**src/sv/tsop_pkg.sv**
```systemverilog
// Shared types and constants for the TCP timestamp option parser.
package tsop_pkg;

  localparam int MAX_OPTIONS_SCANNED = 11;
  localparam int MAX_OPTION_AREA     = 40;

  localparam int OPT_CNT_W  = $clog2(MAX_OPTIONS_SCANNED + 1);
  localparam int BODY_CNT_W = $clog2(MAX_OPTION_AREA + 1);

  // parse phases
  localparam logic [1:0] PH_KIND = 2'd0;
  localparam logic [1:0] PH_LEN  = 2'd1;
  localparam logic [1:0] PH_BODY = 2'd2;
  localparam logic [1:0] PH_DONE = 2'd3;

  // result status codes
  localparam logic [1:0] ST_FOUND     = 2'd0;
  localparam logic [1:0] ST_NOT_FOUND = 2'd1;
  localparam logic [1:0] ST_MALFORMED = 2'd2;

  localparam logic [7:0] KIND_END = 8'd0;
  localparam logic [7:0] KIND_NOP = 8'd1;
  localparam logic [7:0] KIND_TS  = 8'd8;
  localparam logic [7:0] LEN_TS   = 8'd10;
  localparam logic [7:0] LEN_MIN  = 8'd2;
  localparam logic [7:0] LEN_MAX  = 8'(MAX_OPTION_AREA + 2);

  // bytes left in a timestamp body once TSval has been collected (the TSecr bytes)
  localparam logic [BODY_CNT_W-1:0] TSECR_BYTES = BODY_CNT_W'(4);

  typedef struct packed {
    logic [7:0] option_byte;
    logic       byte_present;
    logic       last_of_area;
  } tsop_in_t;

  typedef struct packed {
    logic [1:0]  parse_status;
    logic [31:0] sender_timestamp;
    logic [31:0] echoed_timestamp;
  } tsop_out_t;

  typedef struct packed {
    logic [1:0]            phase;
    logic [BODY_CNT_W-1:0] bytes_left;
    logic [OPT_CNT_W-1:0]  opt_count;
    logic                  in_ts;
    logic [31:0]           tsval;
    logic [31:0]           tsecr;
    logic [1:0]            status;
  } tsop_state_t;

  localparam tsop_state_t STATE_CLEAR = '{
    phase:      PH_KIND,
    bytes_left: '0,
    opt_count:  '0,
    in_ts:      1'b0,
    tsval:      32'd0,
    tsecr:      32'd0,
    status:     ST_NOT_FOUND
  };

endpackage

```
**src/sv/tsop_step.sv**
```systemverilog
// Combinational parse step: one option byte against the current scan state.
module tsop_step (
  input  tsop_pkg::tsop_state_t state,
  input  tsop_pkg::tsop_in_t    item,
  output tsop_pkg::tsop_state_t state_next,
  output logic                  emit,
  output tsop_pkg::tsop_out_t   result
);

  tsop_pkg::tsop_state_t after;   // state once the byte is taken
  tsop_pkg::tsop_state_t fin;     // state the result is formed from
  logic [tsop_pkg::OPT_CNT_W-1:0] cnt_inc;
  logic [tsop_pkg::BODY_CNT_W-1:0] left_dec;
  logic [1:0] st;

  always_comb begin
    after    = state;
    cnt_inc  = state.opt_count + tsop_pkg::OPT_CNT_W'(1);
    left_dec = state.bytes_left - tsop_pkg::BODY_CNT_W'(1);
    case (state.phase)
      tsop_pkg::PH_KIND: begin
        if (item.option_byte == tsop_pkg::KIND_END) begin
          after.status = tsop_pkg::ST_NOT_FOUND;
          after.phase  = tsop_pkg::PH_DONE;
        end else if (item.option_byte == tsop_pkg::KIND_NOP) begin
          after.opt_count = cnt_inc;
          after.phase = (32'(cnt_inc) >= tsop_pkg::MAX_OPTIONS_SCANNED) ?
                        tsop_pkg::PH_DONE : tsop_pkg::PH_KIND;
        end else begin
          after.in_ts = (item.option_byte == tsop_pkg::KIND_TS);
          after.phase = tsop_pkg::PH_LEN;
        end
      end
      tsop_pkg::PH_LEN: begin
        if (item.option_byte < tsop_pkg::LEN_MIN ||
            item.option_byte > tsop_pkg::LEN_MAX) begin
          after.status = tsop_pkg::ST_MALFORMED;
          after.phase  = tsop_pkg::PH_DONE;
        end else begin
          if (item.option_byte != tsop_pkg::LEN_TS) after.in_ts = 1'b0;
          after.bytes_left = tsop_pkg::BODY_CNT_W'(item.option_byte - tsop_pkg::LEN_MIN);
          if (item.option_byte == tsop_pkg::LEN_MIN) begin
            after.opt_count = cnt_inc;
            after.phase = (32'(cnt_inc) >= tsop_pkg::MAX_OPTIONS_SCANNED) ?
                          tsop_pkg::PH_DONE : tsop_pkg::PH_KIND;
          end else begin
            after.phase = tsop_pkg::PH_BODY;
          end
        end
      end
      tsop_pkg::PH_BODY: begin
        if (state.in_ts) begin
          if (state.bytes_left > tsop_pkg::TSECR_BYTES)
            after.tsval = {state.tsval[23:0], item.option_byte};
          else
            after.tsecr = {state.tsecr[23:0], item.option_byte};
        end
        after.bytes_left = left_dec;
        if (left_dec == '0) begin
          if (state.in_ts) begin
            after.status = tsop_pkg::ST_FOUND;
            after.phase  = tsop_pkg::PH_DONE;
          end else begin
            after.opt_count = cnt_inc;
            after.phase = (32'(cnt_inc) >= tsop_pkg::MAX_OPTIONS_SCANNED) ?
                          tsop_pkg::PH_DONE : tsop_pkg::PH_KIND;
          end
        end
      end
      default: begin
        after = state;
      end
    endcase

    // an empty-area item ends the packet without taking the byte
    fin  = item.byte_present ? after : state;
    emit = !item.byte_present || item.last_of_area;
    st   = (fin.phase == tsop_pkg::PH_KIND || fin.phase == tsop_pkg::PH_DONE) ?
           fin.status : tsop_pkg::ST_MALFORMED;
    result.parse_status     = st;
    result.sender_timestamp = (st == tsop_pkg::ST_FOUND) ? fin.tsval : 32'd0;
    result.echoed_timestamp = (st == tsop_pkg::ST_FOUND) ? fin.tsecr : 32'd0;
    state_next = emit ? tsop_pkg::STATE_CLEAR : after;
  end

endmodule

```
**src/sv/tcp_timestamp_option_parser.sv**
```systemverilog
// Top level of the TCP timestamp option parser: scan state and result buffer.
//
// Feed the option area of each TCP header one byte per item, with
// last_of_area on the final byte, or a single item with byte_present low
// for an empty area (or to close an area early). The parser walks the
// kind/length options and, at the end of each area, delivers one result:
// found with TSval/TSecr, not found, or malformed. The scan state is updated
// by one short step of logic, so one item is taken every clock while
// item_stall is low. The result of the item that ends its area is registered
// in an output register, or in a one-entry skid register when the output
// register is occupied and stalled, so bytes keep flowing while a result waits;
// item_stall rises only when both hold a result that has not been taken.
module tcp_timestamp_option_parser (
  input  logic                clk,
  input  logic                rst,
  input  logic                item_valid,
  output logic                item_stall,
  input  tsop_pkg::tsop_in_t  item,
  output logic                result_valid,
  input  logic                result_stall,
  output tsop_pkg::tsop_out_t result
);

  tsop_pkg::tsop_state_t state;
  tsop_pkg::tsop_state_t state_next;
  tsop_pkg::tsop_out_t   step_result;
  tsop_pkg::tsop_out_t   skid;
  logic                  step_emit;
  logic                  skid_valid;
  logic                  take;
  logic                  drain;

  tsop_step u_step (
    .state      (state),
    .item       (item),
    .state_next (state_next),
    .emit       (step_emit),
    .result     (step_result)
  );

  // hold off input only when both result slots are full
  assign item_stall = skid_valid;
  assign take       = item_valid && !item_stall;
  assign drain      = result_valid && !result_stall;

  // advance scan state on every accepted item
  always_ff @(posedge clk) begin
    if (rst) begin
      state <= tsop_pkg::STATE_CLEAR;
    end else if (take) begin
      state <= state_next;
    end
  end

  // output register plus skid; a new result goes to the skid only when
  // the output register is occupied and stalled
  always_ff @(posedge clk) begin
    if (rst) begin
      result_valid <= 1'b0;
      skid_valid   <= 1'b0;
    end else begin
      if (drain) begin
        if (skid_valid) begin
          result_valid <= 1'b1;
          skid_valid   <= 1'b0;
        end else if (take && step_emit) begin
          result_valid <= 1'b1;
        end else begin
          result_valid <= 1'b0;
        end
      end else if (take && step_emit) begin
        if (result_valid) begin
          skid_valid <= 1'b1;
        end else begin
          result_valid <= 1'b1;
        end
      end
    end
  end

  always_ff @(posedge clk) begin
    if (drain && skid_valid) begin
      result <= skid;
    end else if (take && step_emit && (drain || !result_valid)) begin
      result <= step_result;
    end
    if (take && step_emit && result_valid && !drain) begin
      skid <= step_result;
    end
  end

`ifndef SYNTHESIS
  // the skid only ever fills behind an occupied output register
  assert property (@(posedge clk) disable iff (rst) skid_valid |-> result_valid)
    else $error("skid holds a result while output register is empty");

  // timestamps are zero unless the status says found
  assert property (@(posedge clk) disable iff (rst)
    (result_valid && result.parse_status != tsop_pkg::ST_FOUND) |->
    (result.sender_timestamp == 32'd0 && result.echoed_timestamp == 32'd0))
    else $error("nonzero timestamp on a result that is not found");

  // the option counter never passes the scan limit
  assert property (@(posedge clk) disable iff (rst)
    32'(state.opt_count) <= tsop_pkg::MAX_OPTIONS_SCANNED)
    else $error("option count exceeds scan limit");

  // an item that ends an area leaves a fresh scan state
  assert property (@(posedge clk) disable iff (rst)
    (take && (!item.byte_present || item.last_of_area)) |=>
    (state == tsop_pkg::STATE_CLEAR))
    else $error("scan state not cleared after end of area");
`endif

endmodule

```
**config.mk**
```make
export PLATFORM = sky130hd
export DESIGN_NAME = tcp_timestamp_option_parser
export DESIGN_NICKNAME = d
export VERILOG_FILES = /design/src/sv/tsop_pkg.sv /design/src/sv/tsop_step.sv /design/src/sv/tcp_timestamp_option_parser.sv
export SDC_FILE = /design/constraint.sdc
export NUM_CORES = 1
export LEC_CHECK = 0
export BUFFER_PORTS_ARGS = -buffer_cell sky130_fd_sc_hd__buf_2
export CAP_MARGIN = 20
export CORE_MARGIN = 5
export CORE_UTILIZATION = 60
export DETAILED_ROUTE_END_ITERATION = 8
export PLACE_DENSITY = 0.83
export SETUP_SLACK_MARGIN = 0.3
export SYNTH_ARGS = -nofsm -noshare
export SYNTH_HDL_FRONTEND = slang
export SYNTH_SLANG_ARGS = --single-unit
```
**constraint.sdc**
```tcl
create_clock -name clk -period 10.94 [get_ports clk]
set_input_delay 2.188 -clock clk [delete_from_list [all_inputs] [get_ports clk]]
set_output_delay 2.188 -clock clk [all_outputs]
set_load 0.02 [all_outputs]
```
# Word level (Yosys, flattened, before mapping)
# Index checks and enable logic that the tools add are counted.
# W data, S select, Z words.
[word_totals]
regBits = 213
inputBits = 14
[classes]
n_lt_le_gt_ge = 4
n_reduce_logical = 25
eq_ne = 7
add_sub_neg = 3
mux = 39
[ops]
columns = ["cell", "n"]
rows = [
  ["$mux W79", 2],
  ["$mux W66", 2],
  ["$mux W32", 4],
  ["$mux W64", 2],
  ["$mux W2", 12],
  ["$mux W4", 4],
  ["$pmux W2 S3", 2],
  ["$pmux W4 S3", 1],
  ["$pmux W6 S2", 1],
  ["$mux W11", 1],
  ["$eq A8 B1 Y1 const B", 1],
  ["$eq A8 B2 Y1 const B", 1],
  ["$eq A8 B4 Y1 const B", 1],
  ["$gt A8 B6 Y1 const B", 1],
  ["$logic_not A8 Y1", 1],
  ["$lt A8 B2 Y1 const B", 1],
  ["$ne A8 B4 Y1 const B", 1],
  ["$logic_and A1 B1 Y1", 7],
  ["$gt A6 B3 Y1 const B", 1],
  ["$logic_not A2 Y1", 3],
  ["$logic_not A6 Y1", 1],
  ["$mux W1", 6],
  ["$sub A6 B1 Y6 const B", 1],
  ["$sub A6 B2 Y6 const B", 1],
  ["other kinds (11)", 20],
]

# Longest topological paths before layout
# Gate-level depths: netlist of run 1.
[logic_depth]
word_depth = 14
mapped_depth = 11
depth_no_buf = 9

# Modules after synthesis
# A second synthesis of run 1 with hierarchy kept.
[hier_totals]
cells_unflattened = 1202
hier_area_um2 = 11492.3
[modules_own_cells]
columns = ["mod", "area_per_inst_um2", "n_inst", "cells_per_inst", "seq_area_each_um2"]
rows = [
  ["tcp_timestamp_option_parser", 7733.7, 1, 564, 5585.4],
  ["tsop_step", 3758.6, 1, 638, 0.0],
]

# Worst setup path after synthesis of run 1
# OpenSTA, ideal clock, no wires.
[synth_path]
path_kind = "in2reg"
startpoint = "input port item[1] (netlist bit)"
endpoint = "register skid[0] (netlist bit), enable pin"
path_stages = 5
setup_time_ns = 0.490
n_path_buf = 2
setup_slack_ns = 4.868
arrival_ns = 5.581
path_cell_list = "clkbuf_1 -> nand2b_1 -> clkbuf_1 -> nand2_1 -> nor2_1"
[synth_via]
elab_chain_len = 5
[synth_lines]
columns = ["item", "line_no", "source"]
rows = [
  ["start, declared", "tcp_timestamp_option_parser.sv:18", "input tsop_pkg::tsop_in_t item,"],
  ["$logic_not A1 Y1", "tsop_step.sv:77", "emit = !item.byte_present || item.last_of_area;"],
  ["$logic_or A1 B1 Y1", "tsop_step.sv:77", ""],
  ["$logic_and A1 B1 Y1 (3 in series)", "tcp_timestamp_option_parser.sv:87", "if (take && step_emit && result_valid && !drain) begin"],
  ["end signal, assigned", "tcp_timestamp_option_parser.sv:88", "skid <= step_result;"],
  ["end, declared", "tcp_timestamp_option_parser.sv:27", "tsop_pkg::tsop_out_t skid;"],
]
# No other way between the ends.
# A chain may end at the register's enable or synchronous reset.

# Worst setup path in the final report of run 1
[layout_path]
startpoint = "input port item[5] (netlist bit)"
endpoint = "register result[8] (netlist bit) (data pin)"
[layout_via]
elab_chain_len = 12
elab_cells_between_ends = 23
[layout_lines]
columns = ["item", "line_no", "source"]
rows = [
  ["$lt A8 B2 Y1 (tied with other cells)", "tsop_step.sv:35", "if (item.option_byte < tsop_pkg::LEN_MIN ||"],
  ["$logic_or A1 B1 Y1 (tied with other cells)", "tsop_step.sv:35", ""],
  ["$mux W2, on equally long branches", "tsop_step.sv:35, tsop_step.sv:22", ""],
  ["$pmux W2 S3", "tsop_step.sv:20", "case (state.phase)"],
  ["$mux W79 (*)", "tsop_step.sv:76", "fin = item.byte_present ? after : state;"],
  ["$eq A2 B2 Y1 or $logic_not A2 Y1 (tied branches)", "tsop_step.sv:78", "st = (fin.phase == tsop_pkg::PH_KIND || fin.phase == tsop_pkg::PH_DONE) ?"],
  ["$logic_or A1 B1 Y1", "tsop_step.sv:78", ""],
  ["$mux W2 (*)", "tsop_step.sv:78", ""],
  ["$logic_not A2 Y1 (*)", "tsop_step.sv:82", "result.echoed_timestamp = (st == tsop_pkg::ST_FOUND) ? fin.tsecr : 32'd0;"],
  ["$mux W32 (*)", "tsop_step.sv:82", ""],
  ["$mux W66 (*)", "tcp_timestamp_option_parser.sv:84", "end else if (take && step_emit && (drain || !result_valid)) begin"],
  ["$mux W66 (*)", "tcp_timestamp_option_parser.sv:82", "if (drain && skid_valid) begin"],
  ["end signal, assigned", "tcp_timestamp_option_parser.sv:83", "result <= skid;"],
  ["end signal, assigned", "tcp_timestamp_option_parser.sv:85", "result <= step_result;"],
  ["end, declared", "tcp_timestamp_option_parser.sv:21", "output tsop_pkg::tsop_out_t result"],
]
# Every way passes the cells marked *; elsewhere a longest branch is shown, timed or not. The select of a mux whose other input is x is not followed.

==> results of run 1 <==
-- Yosys cell counts (2+ instances only) --
cell type    n  share of area
nor2_1     157          0.062
edfxtp_1   132           0.42
nand2_1     87          0.034
dfxtp_1     81           0.17
o31ai_1     70          0.055
a22oi_1     65          0.051
mux2i_1     61          0.064
clkbuf_1    60          0.024
a21oi_1     22          0.012
inv_1       16         0.0063
o21ai_0     16         0.0084
ha_1        11          0.014
buf_2       10         0.0053
nor3_1      10         0.0053
nand3_1      9         0.0047
a31oi_1      6         0.0039
nand2b_1     4         0.0026
nand4_1      4         0.0026
xnor2_1      4         0.0037
xor2_1       4         0.0037
a311o_1      3         0.0032
nor3b_1      3         0.0024
nor4_1       3         0.0020
or4_1        3         0.0024
a2111oi_0    2         0.0018
a211o_1      2         0.0018
a211oi_1     2         0.0016
a21boi_0     2         0.0016
a21o_1       2         0.0016
a32oi_1      2         0.0018
and2_1       2         0.0013
and3_1       2         0.0013
nand3b_1     2         0.0016
nor2b_1      2         0.0013
o21ai_1      2         0.0011
o221ai_1     2         0.0018
or3_1        2         0.0013
-- routing by layer --
| layer | global-route usage | vias to the layer above |
|---|---|---|
| li1 | - | 3372 |
| met2 | 0.369 | 273 |
| met5 | 0 | - |
| met3 | 0.0307 | 43 |
| met1 | 0.317 | 3357 |
| met4 | 0.0829 | 0 |
-- worst reg2reg max path, stage by stage, from the launching register on --
cell and delay, ns:
dfxtp_1 0.35, inv_1 0.15, ha_1 0.31, or4b_2 0.66, nor2_1 0.16, o21ai_0 0.10
o32ai_1 0.31, a211oi_1 0.17, o31ai_4 0.24, buf_4 0.42, buf_4 0.70, o31ai_1 0.26
-- logic make-up (layout without fill, tap and decap cells) --
group           after synthesis  in the layout  synth area share
simple gates                295            295             0.130
fa+ha+maj                    11             11            0.0145
buf+inv                      86            147            0.0353
xor+xnor                      8              8           0.00737
mux                          61             61            0.0642
compound gates              213            213             0.161
flops                       213            213             0.587
-- stage by stage --
stage	util	instance area [um^2]
6_report	0.685	10800
3_5_place_dp	0.638	10000
3_3_place_gp	0.638	10000
5_1_grt	0.685	10800
2_1_floorplan	-	9510
4_1_cts	0.683	10700
-- report_power, final --
group          internal (uW)  switching, uW  leakage (uW)
clock                    418            298      0.000344
sequential               867           6.12       0.00200
combinational           24.8           74.9       0.00180
total                   1310            379       0.00415
-- area by class of cell --
class                           count  area [um^2]
Clock buffer                       31          651
Clock inverter                      9         56.3
Fill cell                        1118         4960
Inverter                           16         60.1
Multi-Input combinational cell    588         3630
Sequential cell                   213         5590
Tap cell                          216          270
Timing Repair Buffer               91          500
-- worst min-delay path by stage --
stage | from | endpoint | slack (ns) | depth (start not counted)
2_1_floorplan | state[0] | state[0] | 0.46 | 2
3_3_place_gp | state[0] | state[0] | 0.48 | 2
3_5_place_dp | state[0] | state[0] | 0.48 | 2
4_1_cts | state[0] | state[0] | 0.50 | 2
5_1_grt | state[63] | state[63] | 0.52 | 2
6_report | state[0] | state[0] | 0.50 | 2
-- state kept, by name, indices dropped and copies added (netlist names) --
signal	count
skid	66
state	79
result	66
item_stall	1
result_valid	1
==> impl_metrics.tcl, run 1 <==
set metrics [dict create \
    cp_max_fo 82 \
    wl_met1_um 8960 \
    io-pin-count 82 \
    place_ws_ns 5.02 \
    p_total_uw 1690 \
    max_freq_ghz 0.182 \
    grt_pass1_wl_um 34000 \
    cts_setup_buffers 0 \
    remaining_drc_errors 0 \
    worst_ep_arrival_time_ns 5.69 \
    top_layer_used "met4" \
    wl_met2_um 9980 \
    hold_ws_ns 0.500 \
    finalSetupViolations 0 \
    cts_buffer_depth 3 \
    slew_viol_final 0 \
    cellLeakagePower_uw 0.00415 \
    r2r-start "state[77]" \
    p_per_area_nw_per_um2 157 \
    wl_met3_um 1480 \
    cts_resized 0 \
    syn_to_final_growth_pct 13.1 \
    layout_common_cells "156 x nor2_1, 132 x edfxtp_1, 84 x nand2_1, 81 x buf_2, 81 x dfxtp_1" \
    slew_headroom 0.320 \
    grt_pass1_vias 6829 \
    min_path_type "reg -> reg" \
    status "finished clean" \
    layout_commonest_cell "nor2_1" \
    initialDrtViolationCount 739 \
    cp.required_ns 11.14 \
    synth_ff_type "edfxtp_1" \
    cts.reportedPaths.clkPinSlew_ns 0.06 \
    tightest_slew_ns 1.02 \
    maxCapViolations 0 \
    antennaDiodeCount 0 \
    ir_drop_v 0.000138 \
    critPathCapture "result[8]" \
    antenna_found_initial 0 \
    reg2reg_slack_ns 6.82 \
    gp_congestion 0.917 \
    crit_slowest_cell "buf_4" \
    finalCriticalPeriod_ns 5.48 \
    crit_family "compound AO/OA/AOI/OAI gates" \
    cp-end-kind "flip-flop" \
    core_area_um2 15700 \
    path_buf_inv 3 \
    dp_cells 1123 \
    routed_wl_um 21000 \
    rsz0062_at_grt "no" \
    cp_slowest_stage_delay_ns 0.69 \
    setup.worst_path.start "item[5]" \
    ant_nets 0 \
    synth_cell_type_count 57 \
    yosysWarnings 0 \
    start_util 0.605 \
    fin_ws_ns 5.46 \
    die_width_um 136 \
    worst-path-stages 10 \
    syn-cell-area_um2 9510 \
    wl_per_cell_um 18.0 \
    cts-root-buf "clkbuf_16" \
    setup_tns_ns 0 \
    synth_fp_nets 912 \
    grt_usage 0.228 \
    critical_path_class "in -> reg" \
    ys_async_sr_fraction 0 \
    dr.pass1.iters 5 \
    layout.nets 957 \
    htree_levels 1 \
    numCtsBuffers 22 \
    dpl.hpwl_um 13100 \
    hold_violations 0 \
    fp.dieH_um 136 \
    ys_ff_latch 213 \
    grt_max_degree 87 \
    clk_latency_ns 0.50 \
    yosysSeqAreaShare 0.587 \
    synth_cells 887 \
    cts_tree "yes" \
    skew_ns 0.0126 \
    synth_edf_count 132 \
    r2r_cells 11 \
    cts_hold_buffers 0 \
    reg2reg_to "result[8]" \
    io_buffers 81 \
    vias_per_cell 6.05 \
    grt-ovfl-total 0 \
    cp_cell_sequence "buf_2, or3_1, o31ai_1, o21ai_0, o22ai_1, a211oi_1, o31ai_4, buf_4, buf_4, o31ai_1" \
    via_count 7045 \
    rows 46 \
    cts.sinks 213 \
    drive_gt1_frac 0.146 \
    die_area_um2 18500 \
    fin_cells 1164 \
    start_kind "input port" \
    fin_crit_sh 0.501 \
    synth_area_per_cell_um2 10.7 \
]
Note: power is estimated with default switching activity, not from simulation.
==> run 2, diff against run 1 <==
CORE_UTILIZATION = 54   (was 60)
PLACE_DENSITY = 0.79   (was 0.83)
clock period = 4.58 ns   (was 10.94 ns; I/O delays follow)
==> run 2 against run 1 <==
Die area is 10% higher. Via count is 1.6% higher. Register-to-register slack worse by 5.7 ns. Clock-buffer cell count stayed put. Power is 140% higher. Global-route usage is 1.4 points lower. Combinational power grew to 2.5 times the previous value. Largest cell class unchanged. Highest routed layer unchanged.
==> impl_metrics.tcl, run 2 (synthesized netlist as in run 1, its figures left out) <==
set metrics [dict create \
    ant_nets 0 \
    largestRegisters "state x79, result x66, skid x66" \
    finalCriticalPeriod_ns 3.43 \
    crit_slowest_cell "a211oi_1" \
    fin_util 0.628 \
    io-pin-count 82 \
    dpl.hpwl_um 14000 \
    r2r-start "state[71]" \
    antennaDiodeCount 0 \
    cp_max_fo 45 \
    status "finished clean" \
    layout_commonest_cell "nor2_1" \
    ir_drop_v 0.000267 \
    cts.reportedPaths.clkPinSlew_ns 0.06 \
    fp.dieH_um 143 \
    critical_path_class "reg -> reg" \
    syn_to_final_growth_pct 14.2 \
    worstHoldStart "state[63]" \
    io_buffers 81 \
    remaining_drc_errors 0 \
    maxCapViolations 0 \
    rsz0062_at_grt "no" \
    skew_ns 0.0188 \
    finalSetupViolations 0 \
    grt-ovfl-total 0 \
    dr.pass1.iters 6 \
    slew_headroom 0.276 \
    cp_slowest_stage_delay_ns 0.49 \
    start_util 0.550 \
    routed_wl_um 22100 \
    cts_resized 0 \
    vias_per_cell 6.05 \
    cts_hold_buffers 0 \
    via_count 7158 \
    reg2reg_slack_ns 1.15 \
    cts_tree "yes" \
    clk_latency_ns 0.50 \
    max_freq_ghz 0.292 \
    r2r_cells 10 \
    cts_setup_buffers 0 \
    cp_cell_sequence "inv_1, ha_1, xnor2_1, nand4_1, nand3b_1, a311o_1, a211oi_1, o31ai_4, buf_12, o31ai_1" \
    fill_cells 1387 \
    core_area_um2 17300 \
    worst_ep_arrival_time_ns 3.72 \
    min_to "state[63]" \
    initialDrtViolationCount 703 \
    min_path_type "reg -> reg" \
    htree_levels 1 \
    cp.required_ns 4.87 \
    cts_buffer_depth 3 \
    layout_common_cells "156 x nor2_1, 132 x edfxtp_1, 84 x nand2_1, 81 x buf_2, 81 x dfxtp_1" \
    wl_per_cell_um 18.6 \
    min_path_cells 2 \
    rows 48 \
    largest_reg_flops 79 \
    p_per_area_nw_per_um2 373 \
    cp-end-kind "flip-flop" \
    drive_gt1_frac 0.156 \
    cts-root-buf "clkbuf_16" \
    gp_congestion 0.927 \
    antenna_found_initial 0 \
    die_area_um2 20400 \
    hold_ws_ns 0.504 \
    slew_viol_final 0 \
    grt_pass1_vias 6778 \
    grt_pass1_wl_um 35300 \
    hold_violations 0 \
    regArea_um2 5590 \
    layout.nets 968 \
    fin_crit_sh 0.748 \
    p_total_uw 4050 \
    multi_input_area_um2 3630 \
    grt_usage 0.214 \
    grt_max_degree 75 \
    cellLeakagePower_uw 0.00418 \
    setup_tns_ns 0 \
    die_width_um 143 \
    start_kind "flip-flop" \
    largest-register "state" \
    numCtsBuffers 22 \
    cts.sinks 213 \
    tightest_slew_ns 1.09 \
    reg2reg_to "result[61]" \
]
## run 2: cell count changes in the layout (fill, tap and decap cells not counted)
cell       change
clkinv_2       +4
clkinv_1       -4
buf_12         +3
bufinv_16      +1
inv_8          -1
clkbuf_16      -1
clkbuf_8       -1
clkbuf_1       +3
clkbuf_4       -1
buf_16         -1
buf_4          +9
## run 2: layout make-up
type,instances,area share
Inverter,16,0.00553
Multi-Input combinational cell,588,0.335
Clock inverter,9,0.00738
Tap cell,225,0.0259
Sequential cell,213,0.515
Clock buffer,31,0.0567
Timing Repair Buffer,102,0.0553
## run 2: power breakdown
| part | leakage (uW) | total (uW) | switching (uW) | internal [uW] |
|---|---|---|---|---|
| clock | 0.000341 | 1710 | 712 | 1000 |
| combinational | 0.00187 | 249 | 184 | 65.5 |
| sequential | 0.00197 | 2090 | 15.6 | 2070 |
## run 2: through the flow
| step | cells | cell area [um^2] | worst slack (ns) |
|---|---|---|---|
| 2_1_floorplan | 887 | 9510 | 0.873 |
| 3_3_place_gp | 1144 | 10200 | 0.805 |
| 4_1_cts | 1184 | 10900 | 1.18 |
| 6_report | 1184 | 10900 | 1.15 |
| 3_5_place_dp | 1144 | 10200 | 0.773 |
| 5_1_grt | 1184 | 10900 | 0.853 |
## run 2: per-layer routing
layer  part of all wire  GRT usage
met1               0.43      0.300
met2               0.47      0.349
met3              0.072     0.0285
met4              0.023     0.0635
met5                  0          0
## run 2: critical path: cells and delay by family (launching register included)
| family | cells | cell delay, ns |
|---|---|---|
| compound gates | 4 | 1.41 |
| simple gates | 2 | 0.60 |
| flops | 1 | 0.44 |
| buf+inv | 2 | 0.34 |
| fa+ha+maj | 1 | 0.27 |
| xor+xnor | 1 | 0.15 |
## run 2: how the worst max path moves through the flow
stage                     startpoint  cells after the start         end
after floorplan              item[1]                      5     skid[0]
after global placement       item[4]                     11  result[31]
after detailed placement     item[5]                     10  result[28]
after CTS                  state[71]                     10  result[61]
after global routing       state[71]                     10  result[61]
final                      state[71]                     10  result[61]
==> run 3, diff against run 2 <==
CORE_UTILIZATION = 60   (was 54)
PLACE_DENSITY = 0.83   (was 0.79)
clock period = 3.5 ns   (was 4.58 ns; I/O delays follow)
==> run 3 against run 2 <==
Routed wire length up 2.6%. Non-clock buffer count up 28. Highest routed layer unchanged. Sequential power up 31%. Maximum frequency up 11%. Utilization up 8.6 points. Die area down 9.3%. Flip-flop and latch count unchanged. Design area up 3.2%.
==> impl_metrics.tcl, run 3 (synthesized netlist as in run 1, its figures left out) <==
set metrics [dict create \
    die_width_um 136 \
    layout_common_cells "155 x nor2_1, 132 x edfxtp_1, 84 x nand2_1, 81 x buf_2, 80 x dfxtp_1" \
    tightest_slew_ns 0.835 \
    rows 46 \
    skew_ns 0.0136 \
    maxCapViolations 0 \
    start_util 0.605 \
    largestRegisters "state x79, result x66, skid x66" \
    grt-ovfl-total 0 \
    remaining_drc_errors 0 \
    setup_tns_ns 0 \
    layout.nets 996 \
    worst_ep_arrival_time_ns 3.40 \
    min_path_type "reg -> reg" \
    antenna_found_initial 0 \
    grt_pass1_wl_um 36000 \
    crit_slowest_cell "dfxtp_1" \
    place_ws_ns 0.0621 \
    antennaDiodeCount 0 \
    finalCriticalPeriod_ns 3.09 \
    numCtsBuffers 22 \
    p_per_area_nw_per_um2 484 \
    cts.sinks 213 \
    largest_reg_flops 79 \
    switching_share 0.218 \
    cp_cell_sequence "inv_1, ha_1, xnor2_1, nand4_1, buf_4, o21ai_1, a2bb2oi_1, a21oi_1, o31ai_4, buf_4, buf_12, o31ai_1" \
    fin_ws_ns 0.409 \
    wl_per_cell_um 18.8 \
    slew_headroom 0.443 \
    cts.reportedPaths.clkPinSlew_ns 0.06 \
    hold_violations 0 \
    io-pin-count 82 \
    design_area_um2 11200 \
    finalSetupViolations 0 \
    hold_ws_ns 0.504 \
    worst_path_most_repeated_cell "buf_4" \
    fin_crit_sh 0.883 \
    critical_path_class "reg -> reg" \
    reg2reg_slack_ns 0.41 \
    slew_viol_final 0 \
    gp_congestion 1.01 \
    routed_wl_um 22600 \
    clk_latency_ns 0.50 \
    cts-root-buf "clkbuf_16" \
    r2r-start "state[72]" \
    grt_pass1_vias 6936 \
    worstHoldStart "state[61]" \
    internal_power_uw 4240 \
    ir_drop_v 0.000355 \
    reg2reg_to "result[10]" \
    htree_levels 1 \
    dr.pass1.iters 5 \
    min_to "state[61]" \
    fin_util 0.713 \
    status "finished clean" \
    cts_buffer_depth 3 \
    cp_max_fo 36 \
    grt_max_degree 131 \
    pwr-share-comb 0.064 \
    vias_per_cell 6.08 \
    cp-end-kind "flip-flop" \
    cp.required_ns 3.80 \
    placed_area_um2 10400 \
    syn_to_final_growth_pct 17.9 \
    core_area_um2 15700 \
    dpl.hpwl_um 14200 \
    die_area_um2 18500 \
    r2r_cells 12 \
    rsz0062_at_grt "no" \
    min_path_cells 2 \
    cts_tree "yes" \
    initialDrtViolationCount 752 \
    largest-register "state" \
    start_kind "flip-flop" \
    seq_power_share 0.503 \
    switching_power_uw 1190 \
    grt_usage 0.243 \
    layout_commonest_cell "nor2_1" \
    io_buffers 81 \
    cellLeakagePower_uw 0.00436 \
    max_freq_ghz 0.324 \
    ant_nets 0 \
    pwr-share-clk 0.432 \
    cp_slowest_stage_delay_ns 0.37 \
    fp.dieH_um 136 \
    drive_gt1_frac 0.188 \
    via_count 7312 \
    cts_hold_buffers 0 \
]
run 3: cell count changes in the layout (fill, tap and decap cells not counted), sizes merged:
cell    delta
buf       +28
clkinv     -1
bufinv     +2
inv        -1
run 3: critical path, delay by kind of cell, from the launching register on:
kind,cells,cell delay (ns)
xor gates and xnor gates,1,0.15
DFF,1,0.37
AOI/OAI and AO/OA,5,1.17
buffers and inverters,4,0.67
and+or+nand+nor,1,0.26
adders and majority gates,1,0.25
run 3: routing by layer:
metal,vias up,track usage,part of all wire
met5,-,0,0
met3,36,0.0292,0.067
met2,294,0.406,0.49
met1,3530,0.337,0.42
li1,3452,-,-
met4,0,0.0683,0.019
run 3: final cells by class:
class / count / area (um^2)
well taps: 216 / 270
repair buffers: 130 / 873
clock buffers: 31 / 606
fillers: 1090 / 4510
flip-flops and latches: 213 / 5590
multi-input cells: 588 / 3690
inverters: 16 / 60.1
clock inverters: 9 / 118
run 3: repair_timing:
action / 4_1_cts / 5_1_grt
cloned: 0 / 0
gates resized for setup: 0 / 13
endpoints found under the hold margin: 0 / 0
pin swaps: 1 / 3
setup buffers: 0 / 5
endpoints found under the setup margin: 14 / 129
run 3: per-stage QoR:
step | instances | total power [uW]
floorplan | 887 | 2990
global placement | 1158 | 3130
detailed placement | 1158 | 3130
CTS | 1198 | 5450
global route | 1203 | 5590
finish | 1203 | 5430
run 3: power by group through the flow:
stage	Combinational (uW)	Clock, uW	Sequential, uW
after global placement	345	0	2790
after detailed placement	348	0	2790
final	350	2350	2730
after floorplan	146	0	2840
after global routing	375	2480	2740
after CTS	348	2370	2730
run 3: worst max path at each step:
| stage | startpoint | end | cells past startpoint |
|---|---|---|---|
| after floorplan | item[3] | skid[10] | 10 |
| after global placement | item[4] | result[63] | 10 |
| after detailed placement | item[4] | result[63] | 10 |
| after global routing | state[77] | result[63] | 12 |
| final | state[72] | result[10] | 12 |
| after CTS | state[71] | result[58] | 11 |
